`config.mk`:
```
export PLATFORM = sky130hd
export DESIGN_NAME = point_in_polygon_test_unit
export DESIGN_NICKNAME = d
export VERILOG_FILES = /design/src/rtl/core/pipt_pkg.sv /design/src/rtl/core/pipt_ram.sv /design/src/rtl/core/pipt_ctrl.sv /design/src/rtl/core/pipt_dp.sv /design/src/rtl/core/point_in_polygon_test_unit.sv
export SDC_FILE = /design/constraint.sdc
export NUM_CORES = 2
export LEC_CHECK = 0
export BUFFER_PORTS_ARGS = -buffer_cell sky130_fd_sc_hd__buf_2
export CAP_MARGIN = 15
export CELL_PAD_IN_SITES_DETAIL_PLACEMENT = 0
export CELL_PAD_IN_SITES_GLOBAL_PLACEMENT = 2
export CORE_UTILIZATION = 26
export CTS_CLUSTER_SIZE = 30
export DETAILED_ROUTE_END_ITERATION = 12
export PLACE_DENSITY = 0.52
export SKIP_CTS_REPAIR_TIMING = 1
export SYNTH_ARGS = -nofsm -noshare
export SYNTH_HDL_FRONTEND = slang
export SYNTH_SLANG_ARGS = --single-unit
```
`constraint.sdc`:
```
create_clock -name clk_i -period 8.6 [get_ports clk_i]
set_clock_uncertainty 0.1 [all_clocks]
set_input_delay 1.29 -clock clk_i [delete_from_list [all_inputs] [get_ports clk_i]]
set_output_delay 1.29 -clock clk_i [all_outputs]
set_load 0.05 [all_outputs]
```
`src/rtl/core/pipt_pkg.sv`:
```
`timescale 1ns / 1ps

package pipt_pkg;

  localparam int CMD_W = 2;

  localparam logic [CMD_W-1:0] CMD_CLEAR  = 2'd0;
  localparam logic [CMD_W-1:0] CMD_APPEND = 2'd1;
  localparam logic [CMD_W-1:0] CMD_QUERY  = 2'd2;

  typedef struct packed {
    logic accept;
    logic clear;
    logic append;
    logic drop;
    logic rd_walk;
    logic rd_close;
  } dp_cmd_t;

  typedef struct packed {
    logic empty;
    logic full;
    logic last;
    logic pipe_empty;
  } dp_sts_t;

endpackage

```
`src/rtl/core/pipt_ram.sv`:
```
`timescale 1ns / 1ps

module pipt_ram #(
  parameter int WIDTH = 32,
  parameter int DEPTH = 64
) (
  input  logic                     clk_i,
  input  logic                     we_i,
  input  logic [$clog2(DEPTH)-1:0] waddr_i,
  input  logic [WIDTH-1:0]         wdata_i,
  input  logic                     re_i,
  input  logic [$clog2(DEPTH)-1:0] raddr_i,
  output logic [WIDTH-1:0]         rdata_o
);

  logic [WIDTH-1:0] mem_q [DEPTH];
  logic [WIDTH-1:0] rdata_q;

  always_ff @(posedge clk_i) begin
    if (we_i) begin
      mem_q[waddr_i] <= wdata_i;
    end
    if (re_i) begin
      rdata_q <= mem_q[raddr_i];
    end
  end

  assign rdata_o = rdata_q;

endmodule

```
`src/rtl/core/pipt_ctrl.sv`:
```
`timescale 1ns / 1ps

module pipt_ctrl (
  input  logic                     clk_i,
  input  logic                     rst_ni,
  input  logic                     start_i,
  input  logic [pipt_pkg::CMD_W-1:0] cmd_i,
  input  pipt_pkg::dp_sts_t        sts_i,
  output pipt_pkg::dp_cmd_t        dp_cmd_o,
  output logic                     busy_o,
  output logic                     done_o
);

  localparam logic [2:0] ST_IDLE  = 3'd0;
  localparam logic [2:0] ST_WALK  = 3'd1;
  localparam logic [2:0] ST_CLOSE = 3'd2;
  localparam logic [2:0] ST_DRAIN = 3'd3;
  localparam logic [2:0] ST_RESP  = 3'd4;

  logic [2:0] state_q, state_d;

  always_comb begin
    state_d  = state_q;
    dp_cmd_o = '0;
    case (state_q)
      ST_IDLE: begin
        if (start_i) begin
          dp_cmd_o.accept = 1'b1;
          state_d         = ST_RESP;
          case (cmd_i)
            pipt_pkg::CMD_CLEAR: begin
              dp_cmd_o.clear = 1'b1;
            end
            pipt_pkg::CMD_APPEND: begin
              dp_cmd_o.append = !sts_i.full;
              dp_cmd_o.drop   = sts_i.full;
            end
            pipt_pkg::CMD_QUERY: begin
              if (!sts_i.empty) begin
                state_d = ST_WALK;
              end
            end
            default: begin
              state_d = ST_RESP;
            end
          endcase
        end
      end
      ST_WALK: begin
        dp_cmd_o.rd_walk = 1'b1;
        if (sts_i.last) begin
          state_d = ST_CLOSE;
        end
      end
      ST_CLOSE: begin
        dp_cmd_o.rd_close = 1'b1;
        state_d           = ST_DRAIN;
      end
      ST_DRAIN: begin
        if (sts_i.pipe_empty) begin
          state_d = ST_RESP;
        end
      end
      ST_RESP: begin
        state_d = ST_IDLE;
      end
      default: begin
        state_d = ST_IDLE;
      end
    endcase
  end

  always_ff @(posedge clk_i or negedge rst_ni) begin
    if (!rst_ni) begin
      state_q <= ST_IDLE;
    end else begin
      state_q <= state_d;
    end
  end

  assign busy_o = (state_q != ST_IDLE);
  assign done_o = (state_q == ST_RESP);

  a_accept_busy: assert property (@(posedge clk_i) disable iff (!rst_ni)
    (start_i && !busy_o) |=> busy_o)
    else $error("accepted item did not raise busy");

  a_done_idle: assert property (@(posedge clk_i) disable iff (!rst_ni)
    done_o |=> !busy_o)
    else $error("block stayed busy after result");

  a_no_read_on_done: assert property (@(posedge clk_i) disable iff (!rst_ni)
    done_o |-> (!dp_cmd_o.rd_walk && !dp_cmd_o.rd_close && sts_i.pipe_empty))
    else $error("result shown while edge walk still running");

endmodule

```
`src/rtl/core/pipt_dp.sv`:
```
`timescale 1ns / 1ps

module pipt_dp #(
  parameter int MAX_VERTICES = 64,
  parameter int COORD_BITS   = 16
) (
  input  logic                  clk_i,
  input  logic                  rst_ni,
  input  pipt_pkg::dp_cmd_t     cmd_i,
  input  logic [COORD_BITS-1:0] coord_x_i,
  input  logic [COORD_BITS-1:0] coord_y_i,
  output pipt_pkg::dp_sts_t     sts_o,
  output logic                  inside_res_o,
  output logic                  status_o
);

  localparam int C     = COORD_BITS;
  localparam int AW    = $clog2(MAX_VERTICES);
  localparam int CNT_W = $clog2(MAX_VERTICES + 1);

  logic [CNT_W-1:0] count_q;
  logic [AW-1:0]    rd_ptr_q;
  logic             parity_q, status_q;
  logic             vld0_q, first_q;
  logic             s1_act_q, s2_act_q, s3_act_q, s4_act_q;

  logic [C-1:0]     qx_q, qy_q, prev_x_q, prev_y_q;
  logic [C-1:0]     s1_xlo_q, s1_ylo_q, s1_xhi_q, s1_yhi_q;
  logic [C:0]       s2_a1_q, s2_b1_q, s2_a2_q, s2_b2_q;
  logic [C-1:0]     s3_ma1_q, s3_mb1_q, s3_ma2_q, s3_mb2_q;
  logic             s3_n1_q, s3_n2_q, s4_n1_q, s4_n2_q;
  logic [2*C-1:0]   s4_p1_q, s4_p2_q;

  logic [2*C-1:0]   rdata;
  logic [C-1:0]     cur_x, cur_y;
  logic             rd_en, edge_vld, up, down, lt;
  logic [AW-1:0]    raddr;
  logic [C:0]       neg_a1, neg_a2;

  assign rd_en = cmd_i.rd_walk || cmd_i.rd_close;
  assign raddr = cmd_i.rd_close ? '0 : rd_ptr_q;

  pipt_ram #(
    .WIDTH (2 * C),
    .DEPTH (MAX_VERTICES)
  ) u_vtx_ram (
    .clk_i   (clk_i),
    .we_i    (cmd_i.append),
    .waddr_i (count_q[AW-1:0]),
    .wdata_i ({coord_x_i, coord_y_i}),
    .re_i    (rd_en),
    .raddr_i (raddr),
    .rdata_o (rdata)
  );

  assign cur_x    = rdata[2*C-1:C];
  assign cur_y    = rdata[C-1:0];
  assign edge_vld = vld0_q && !first_q;
  assign up       = ($signed(prev_y_q) <= $signed(qy_q)) && ($signed(qy_q) < $signed(cur_y));
  assign down     = ($signed(cur_y) <= $signed(qy_q)) && ($signed(qy_q) < $signed(prev_y_q));

  assign neg_a1 = -s2_a1_q;
  assign neg_a2 = -s2_a2_q;

  always_comb begin
    if (s4_n1_q != s4_n2_q) begin
      lt = s4_n1_q;
    end else if (!s4_n1_q) begin
      lt = (s4_p1_q < s4_p2_q);
    end else begin
      lt = (s4_p1_q > s4_p2_q);
    end
  end

  always_ff @(posedge clk_i or negedge rst_ni) begin
    if (!rst_ni) begin
      count_q  <= '0;
      rd_ptr_q <= '0;
      parity_q <= 1'b0;
      status_q <= 1'b0;
      vld0_q   <= 1'b0;
      first_q  <= 1'b0;
      s1_act_q <= 1'b0;
      s2_act_q <= 1'b0;
      s3_act_q <= 1'b0;
      s4_act_q <= 1'b0;
    end else begin
      vld0_q   <= rd_en;
      s1_act_q <= edge_vld && (up || down);
      s2_act_q <= s1_act_q;
      s3_act_q <= s2_act_q;
      s4_act_q <= s3_act_q;
      if (cmd_i.clear) begin
        count_q <= '0;
      end else if (cmd_i.append) begin
        count_q <= count_q + CNT_W'(1);
      end
      if (cmd_i.accept) begin
        rd_ptr_q <= '0;
        parity_q <= 1'b0;
        status_q <= cmd_i.drop;
        first_q  <= 1'b1;
      end else begin
        if (cmd_i.rd_walk) begin
          rd_ptr_q <= rd_ptr_q + AW'(1);
        end
        if (vld0_q) begin
          first_q <= 1'b0;
        end
        if (s4_act_q && lt) begin
          parity_q <= !parity_q;
        end
      end
    end
  end

  always_ff @(posedge clk_i) begin
    if (cmd_i.accept) begin
      qx_q <= coord_x_i;
      qy_q <= coord_y_i;
    end
    if (vld0_q) begin
      prev_x_q <= cur_x;
      prev_y_q <= cur_y;
    end
    s1_xlo_q <= up ? prev_x_q : cur_x;
    s1_ylo_q <= up ? prev_y_q : cur_y;
    s1_xhi_q <= up ? cur_x : prev_x_q;
    s1_yhi_q <= up ? cur_y : prev_y_q;
    s2_a1_q  <= {qx_q[C-1], qx_q} - {s1_xlo_q[C-1], s1_xlo_q};
    s2_b1_q  <= {s1_yhi_q[C-1], s1_yhi_q} - {s1_ylo_q[C-1], s1_ylo_q};
    s2_a2_q  <= {s1_xhi_q[C-1], s1_xhi_q} - {s1_xlo_q[C-1], s1_xlo_q};
    s2_b2_q  <= {qy_q[C-1], qy_q} - {s1_ylo_q[C-1], s1_ylo_q};
    s3_ma1_q <= s2_a1_q[C] ? neg_a1[C-1:0] : s2_a1_q[C-1:0];
    s3_ma2_q <= s2_a2_q[C] ? neg_a2[C-1:0] : s2_a2_q[C-1:0];
    s3_mb1_q <= s2_b1_q[C-1:0];
    s3_mb2_q <= s2_b2_q[C-1:0];
    s3_n1_q  <= s2_a1_q[C];
    s3_n2_q  <= s2_a2_q[C] && (s2_b2_q != '0);
    s4_p1_q  <= (2*C)'(s3_ma1_q) * (2*C)'(s3_mb1_q);
    s4_p2_q  <= (2*C)'(s3_ma2_q) * (2*C)'(s3_mb2_q);
    s4_n1_q  <= s3_n1_q;
    s4_n2_q  <= s3_n2_q;
  end

  assign sts_o.empty      = (count_q == '0);
  assign sts_o.full       = (count_q == CNT_W'(MAX_VERTICES));
  assign sts_o.last       = ((CNT_W'(rd_ptr_q) + CNT_W'(1)) == count_q);
  assign sts_o.pipe_empty = !(vld0_q || s1_act_q || s2_act_q || s3_act_q || s4_act_q);

  assign inside_res_o = parity_q;
  assign status_o     = status_q;

  a_count_bound: assert property (@(posedge clk_i) disable iff (!rst_ni)
    count_q <= CNT_W'(MAX_VERTICES))
    else $error("vertex count beyond table depth");

  a_accept_drained: assert property (@(posedge clk_i) disable iff (!rst_ni)
    cmd_i.accept |-> sts_o.pipe_empty)
    else $error("item accepted while edge pipeline busy");

endmodule

```
`src/rtl/core/point_in_polygon_test_unit.sv`:
```
`timescale 1ns / 1ps

// Ray-crossing point-in-polygon unit. Each item (cmd_i with coord_x_i/coord_y_i) clears the
// vertex table, appends one vertex, or queries one point; every item gives exactly one result,
// shown on inside_res_o/status_o for the single cycle that done_o is high. The receiver cannot
// stall: sample the result in that cycle. Clear, append and unused codes go from accept straight
// to the result state and back to idle. A query over n stored vertices reads the vertex RAM once
// per cycle (n reads plus one re-read of the first vertex to close the polygon), and then waits
// for the edge test pipeline to drain before it shows the result. status_o is high
// when an append hits a full table and is dropped. An empty polygon answers outside.
module point_in_polygon_test_unit #(
  parameter int MAX_VERTICES = 64,
  parameter int COORD_BITS   = 16
) (
  input  logic                       clk_i,
  input  logic                       rst_ni,
  input  logic                       start,
  output logic                       busy,
  input  logic [pipt_pkg::CMD_W-1:0] cmd_i,
  input  logic [COORD_BITS-1:0]      coord_x_i,
  input  logic [COORD_BITS-1:0]      coord_y_i,
  output logic                       done_o,
  output logic                       inside_res_o,
  output logic                       status_o
);

  pipt_pkg::dp_cmd_t dp_cmd;
  pipt_pkg::dp_sts_t dp_sts;

  pipt_ctrl u_ctrl (
    .clk_i    (clk_i),
    .rst_ni   (rst_ni),
    .start_i  (start),
    .cmd_i    (cmd_i),
    .sts_i    (dp_sts),
    .dp_cmd_o (dp_cmd),
    .busy_o   (busy),
    .done_o   (done_o)
  );

  pipt_dp #(
    .MAX_VERTICES (MAX_VERTICES),
    .COORD_BITS   (COORD_BITS)
  ) u_dp (
    .clk_i        (clk_i),
    .rst_ni       (rst_ni),
    .cmd_i        (dp_cmd),
    .coord_x_i    (coord_x_i),
    .coord_y_i    (coord_y_i),
    .sts_o        (dp_sts),
    .inside_res_o (inside_res_o),
    .status_o     (status_o)
  );

endmodule
```
Word level (Yosys, flattened, before mapping)
Memory sizes are Yosys's and may differ from the RTL's. A register that Yosys moved wholly into a read port is not among the register bits.
Index checks and enable logic that the tools add are counted.
{"block": "classes", "eq_ne": 12, "n_reduce_logical": 25, "order_cmp": 6, "multipliers": 2, "addsub": 9, "mux": 31}
{"cell": "2-to-1 mux 16 bit", "n": 6}
{"cell": "multiplier 16 x 16 -> 32 bit", "n": 2}
{"cell": "subtractor 16 x 16 -> 17 bit", "n": 3}
{"cell": "> comparator 32 bit", "n": 1}
{"cell": "less-or-equal comparator 16 bit", "n": 2}
{"cell": "less-than comparator 16 bit", "n": 2}
{"cell": "less-than comparator 32 bit", "n": 1}
{"cell": "negator 16 bit", "n": 2}
{"cell": "2-to-1 mux 6 bit", "n": 3}
{"cell": "nonzero test 17 bit", "n": 1}
{"cell": "subtractor 16 bit", "n": 1}
{"cell": "2-to-1 mux 3 bit", "n": 5}
{"cell": "2-to-1 mux 7 bit", "n": 2}
{"cell": "case mux 3 bit (4 select lines)", "n": 1}
{"cell": "2-to-1 mux 1 bit", "n": 11}
{"cell": "2-to-1 mux 4 bit", "n": 2}
{"cell": "nonzero test 2 bit", "n": 4}
{"cell": "adder 6 x 1 -> 7 bit (second input constant)", "n": 1}
{"cell": "adder 7 x 1 -> 7 bit (second input constant)", "n": 1}
{"cell": "== test 7 bit", "n": 1}
{"cell": "== test 7 bit (second input constant)", "n": 1}
{"cell": "zero test 7 bit", "n": 1}
{"cell": "adder 6 x 1 -> 6 bit (second input constant)", "n": 1}
{"cell": "== test 3 x 2 -> 1 bit (second input constant)", "n": 2}
{"cell": "14 further kinds", "n": 28}
{"block": "totals", "out_inout_bits": 4, "mem_bits_rw": 2048, "register_bits": 351, "in_bits": 37, "memories": 1, "elab_cells": 119}
{"memory": "u_dp.u_vtx_ram.mem_q", "words": 64, "word_bits": 32, "read_ports": 1, "rd_clocked_by_memory_dff": 1, "write_ports": 1, "line": "pipt_ram.sv:16", "rtl": "logic [WIDTH-1:0] mem_q [DEPTH];"}

Logic depth before layout (Yosys ltp)
{"block": "logic_depth", "word_depth": 7, "ltp_mapped": 24, "depth_no_buf": 23}

Hierarchy
A second synthesis with hierarchy kept.
{"block": "hier_totals", "hier_cells": 6590, "area_unflattened_um2": 110422.2}
{"mod": "pipt_ram", "area_per_inst_um2": 78835.6, "cells_per_inst": 3324, "seq_area_each_um2": 62459.9, "n_inst": 1}
{"mod": "pipt_dp", "area_per_inst_um2": 31333.8, "cells_per_inst": 3236, "seq_area_each_um2": 7712.4, "n_inst": 1}
{"mod": "pipt_ctrl", "area_per_inst_um2": 252.7, "cells_per_inst": 30, "seq_area_each_um2": 75.1, "n_inst": 1}

Least setup slack after synthesis
OpenSTA, ideal clock, no wires.
{"block": "synth_timing", "path_type": "register to register", "start": "reg u_dp.s3_mb2_q[1]", "end": "reg u_dp.s4_p2_q[31]", "path_buffers": 1, "synth_period_minus_slack_ns": 6.018, "setup_slack_ns": 2.582, "path_stages_with_launch": 21, "t_arrival_ns": 5.792, "required_time_ns": 8.374, "setup_ns": 0.126, "cell_sequence": "dfxtp_1 -> clkbuf_1 -> nand2_1 -> fa_1 -> fa_1 -> fa_1 -> fa_1 -> inv_1 -> fa_1 -> inv_1 -> fa_1 -> inv_1 -> ha_1 -> a21boi_0 -> a31o_2 -> a21oi_2 -> o41ai_2 -> o41ai_2 -> o31ai_1 -> o41ai_2 -> xnor2_1"}
{"block": "synth_between", "elab_chain_len": 1}
{"item": "start: declaration", "line": "pipt_dp.sv:30", "rtl": "logic [C-1:0] s3_ma1_q, s3_mb1_q, s3_ma2_q, s3_mb2_q;"}
{"item": "start signal: assignment", "line": "pipt_dp.sv:137", "rtl": "s3_mb2_q <= s2_b2_q[C-1:0];"}
{"item": "multiplier 16 x 16 -> 32 bit", "line": "pipt_dp.sv:141", "rtl": "s4_p2_q <= (2*C)'(s3_ma2_q) * (2*C)'(s3_mb2_q);"}
{"item": "end signal: assignment", "line": "pipt_dp.sv:141"}
{"item": "end: declaration", "line": "pipt_dp.sv:32", "rtl": "logic [2*C-1:0] s4_p1_q, s4_p2_q;"}
Every way passes these cells.
A chain may end at the register's enable or synchronous reset.

Worst setup path after layout
{"block": "layout_timing", "start": "reg u_dp.s3_ma2_q[8]", "end": "reg u_dp.s4_p2_q[31]"}
{"block": "layout_between", "elab_chain_len": 1}
{"item": "start: declaration", "line": "pipt_dp.sv:30"}
{"item": "start signal: assignment", "line": "pipt_dp.sv:135", "rtl": "s3_ma2_q <= s2_a2_q[C] ? neg_a2[C-1:0] : s2_a2_q[C-1:0];"}
{"item": "multiplier 16 x 16 -> 32 bit", "line": "pipt_dp.sv:141"}
Every way passes these cells.

==> run_results.csv <==
group,metric,value,unit
status,status,"completed",
timing,hold_viol,0,
die,ios,41,
worst_setup_path,path_class,"reg -> reg",
die,die_x,656,microns
die,dieArea,430000,sq um
timing,finalSetupTns,0,ns
worst_setup_path,cp-start-kind,"flip-flop",
global_route,grt_pass1_wl,539000,microns
cts,clock_path_buffers,4,
routing,wl_per_cell,26.3,microns
yosys,yosys.area.top_type_share,57.9,%
yosys,synth.avg_cell_area,13.2,sq um
cts,cts_buffers,292,
yosys,synth_seq_area_share,63.2,%
run,drv_cap,0,
final_layout,nets,9243,
final_layout,synthToLayoutAreaGrowth,15.0,%
routing,drtPass1Iterations,6,
global_route,grt_pass1_vias,71500,
placed_design,portBuffers,40,
cts,clock_sinks,2431,
final_layout,finalNonFillerCells,14400,
die,die_h,656,microns
cts,clock_latency,0.93,ns
timing,maxSlewViolCount,0,
die,coreArea,425000,sq um
placed_design,place_hpwl,229000,microns
yosys,netlist_instances,8433,
worst_setup_path,critPathMaxFanout,16,
timing,final.period_utilization,77.6,%
cts,clkTransAtPathRegs,0.06,ns
timing,relSlewSlack,14.1,%
cts,cts_root_buf,"clkbuf_16",
worst_setup_path,end_kind,"flip-flop",
yosys,synth-edff-count,2144,
routing,viasPerCell,4.85,
yosys,synth_top_area_cell,"edfxtp_1",
worst_setup_path,cp.arrival,7.32,ns
yosys,async_reset_ff_share,0.987,%
timing,fmax,150,MHz
cts,cts_tree,"yes",
die,start_util,26.2,%
routing,drc,0,
final_layout,drive_above_1_share,9.97,%
timing,period_needed,6.68,ns
yosys,synth_ff_type,"edfxtp_1",
timing,finalSetupViolCount,0,
global_route,grt_overflow_total,0,
yosys,synth_cell_types,71,
placed_design,placed_cells,13800,
routing,finalWirelength,378000,microns
global_route,grt.total_usage,17.2,%
routing,drtIter0Drc,5807,
cts,htree_num_levels,5,
timing,rsz0062_at_grt,"false",
worst_setup_path,critical_path_required,9.25,ns
yosys,yosysWarnings,0,
yosys,synth.top_cells.by_area,"edfxtp_1 58%, fa_1 7.1%, dfxtp_1 4.7%, nand2_1 4.3%, ha_1 3.8%",
min_path,hp-class,"reg -> reg",
global_route,antenna_found_initial,23,
routing,ant_nets,0,
yosys,synth_seq_cells,2431,
die,rows,239,
timing,worst_pin_slew,1.28,ns
routing,num_vias,69700,
global_route,grt_start_max_net_pins,127,
yosys,syn-num-nets,9202,
yosys,mappedNetlistArea,111000,sq um
placed_design,place.gp.congestion,0.770,
## worst max-delay path, cell delays in order (launching register included)
cell and delay [ns]:
dfxtp_1 0.86, nand2_1 0.15, fa_1 0.50, fa_1 0.59, fa_1 0.46, fa_1 0.55
inv_1 0.05, fa_1 0.49, inv_1 0.05, fa_1 0.48, inv_1 0.04, ha_1 0.33
a21boi_0 0.31, a31o_2 0.21, a21oi_2 0.09, o41ai_2 0.53, o41ai_2 0.16, o31ai_1 0.41
o41ai_2 0.11, xnor2_1 0.13
## metrics by stage
step / utilization [%] / instance area (sq um) / setup slack (ns) / hold slack [ns]
finish: 30.1 / 128000 / 1.92 / 0.187
global route: 30.1 / 128000 / 1.47 / 0.203
CTS: 30.1 / 128000 / 1.88 / 0.184
detailed placement: 27.9 / 119000 / 1.87 / 0.213
global placement: 27.9 / 119000 / 1.76 / 0.215
floorplan: - / 111000 / 2.58 / 0.210
## cell usage in the layout, fill, tap and decap left out, types with 97 or more instances in the layout
| cell type | n |
|---|---|
| a21oi_1 | 405 |
| a31oi_1 | 137 |
| and2_1 | 237 |
| buf_4 | 189 |
| clkbuf_16 | 299 |
| dfxtp_1 | 263 |
| edfxtp_1 | 2144 |
| fa_1 | 392 |
| ha_1 | 340 |
| inv_1 | 591 |
| nand2_1 | 1268 |
| nand3_1 | 480 |
| nor2_1 | 110 |
| o21ai_0 | 104 |
| o221ai_1 | 446 |
| o22ai_1 | 97 |
| xnor2_1 | 104 |
## per-layer routing
metal	global-route usage, %	vias to the layer above	share of wire (%)
li1	-	31200	-
met1	23.1	36600	44
met2	30.0	1570	50
met3	1.70	395	4.0
met4	3.48	2	1.9
met5	0	-	0.0024
## registers in the layout, indices dropped and copies added (netlist names), 3 cells and up
signal,cells
u_dp.s2_b2_q,17
u_dp.s3_mb1_q,16
u_dp.s3_ma1_q,16
u_dp.s1_xhi_q,16
u_dp.count_q,7
u_dp.s4_p1_q,32
u_dp.qy_q,16
u_ctrl.state_q,3
u_dp.prev_y_q,16
u_dp.u_vtx_ram.mem_q,2048
u_dp.s3_mb2_q,16
u_dp.s2_a2_q,17
u_dp.s1_ylo_q,16
u_dp.qx_q,16
u_dp.s4_p2_q,32
u_dp.s1_xlo_q,16
u_dp.s2_b1_q,16
u_dp.u_vtx_ram.rdata_o,32
u_dp.prev_x_q,16
u_dp.rd_ptr_q,6
u_dp.s3_ma2_q,16
u_dp.s1_yhi_q,16
u_dp.s2_a1_q,17
## synthesized netlist by cell type, types with 26 or more instances
library cell	instances
xor2_1	36
nand3_1	480
ha_1	340
buf_2	182
nor2b_1	26
dfxtp_1	263
a21oi_1	405
a311oi_1	81
clkbuf_1	253
and3_1	27
and2_1	243
o22ai_1	97
edfxtp_1	2144
o21ai_0	104
a21o_1	45
a211oi_1	84
mux4_2	34
a31oi_1	137
inv_1	592
fa_1	392
buf_4	40
buf_1	27
mux2_2	65
nor3_1	56
xnor2_1	104
nand2_1	1274
o221ai_1	446
o211ai_1	26
nor2_1	175
## kinds of logic after synthesis
logic type / share of synthesized area, %
XOR/XNOR: 1.10
buffers and inverters: 4.15
adder cells (fa/ha/maj): 10.9
flip-flops: 63.2
AND/OR/NAND/NOR: 9.62
multiplexers: 1.37
AO/OA/AOI/OAI: 9.67
## layout make-up
class | count | area (sq um)
diodes | 8 | 20.0
fillers | 42700 | 297000
multi-input cells | 4897 | 36800
clock buffers | 359 | 7720
repair buffers | 260 | 2220
inverters | 592 | 2220
well taps | 5663 | 7090
flip-flops and latches | 2431 | 70300
clock inverters | 156 | 1420
## worst paths after layout
check	slack, ns	endpoint	from	depth (start not counted)
max	1.92	u_dp.s4_p2_q[31]	u_dp.s3_ma2_q[8]	19
max in group asynchronous	7.40	u_dp.rd_ptr_q[0]	rst_ni	1
max reg2reg	1.92	u_dp.s4_p2_q[31]	u_dp.s3_ma2_q[8]	19
min	0.19	u_dp.s3_mb1_q[7]	u_dp.s2_b1_q[7]	0
min reg2reg	0.19	u_dp.s3_mb1_q[7]	u_dp.s2_b1_q[7]	0
min in group asynchronous	0.38	u_dp.inside_res_o	rst_ni	1
Power is not shown: default switching activity piles up to over one toggle a cycle in this logic, so the estimate is an artifact.
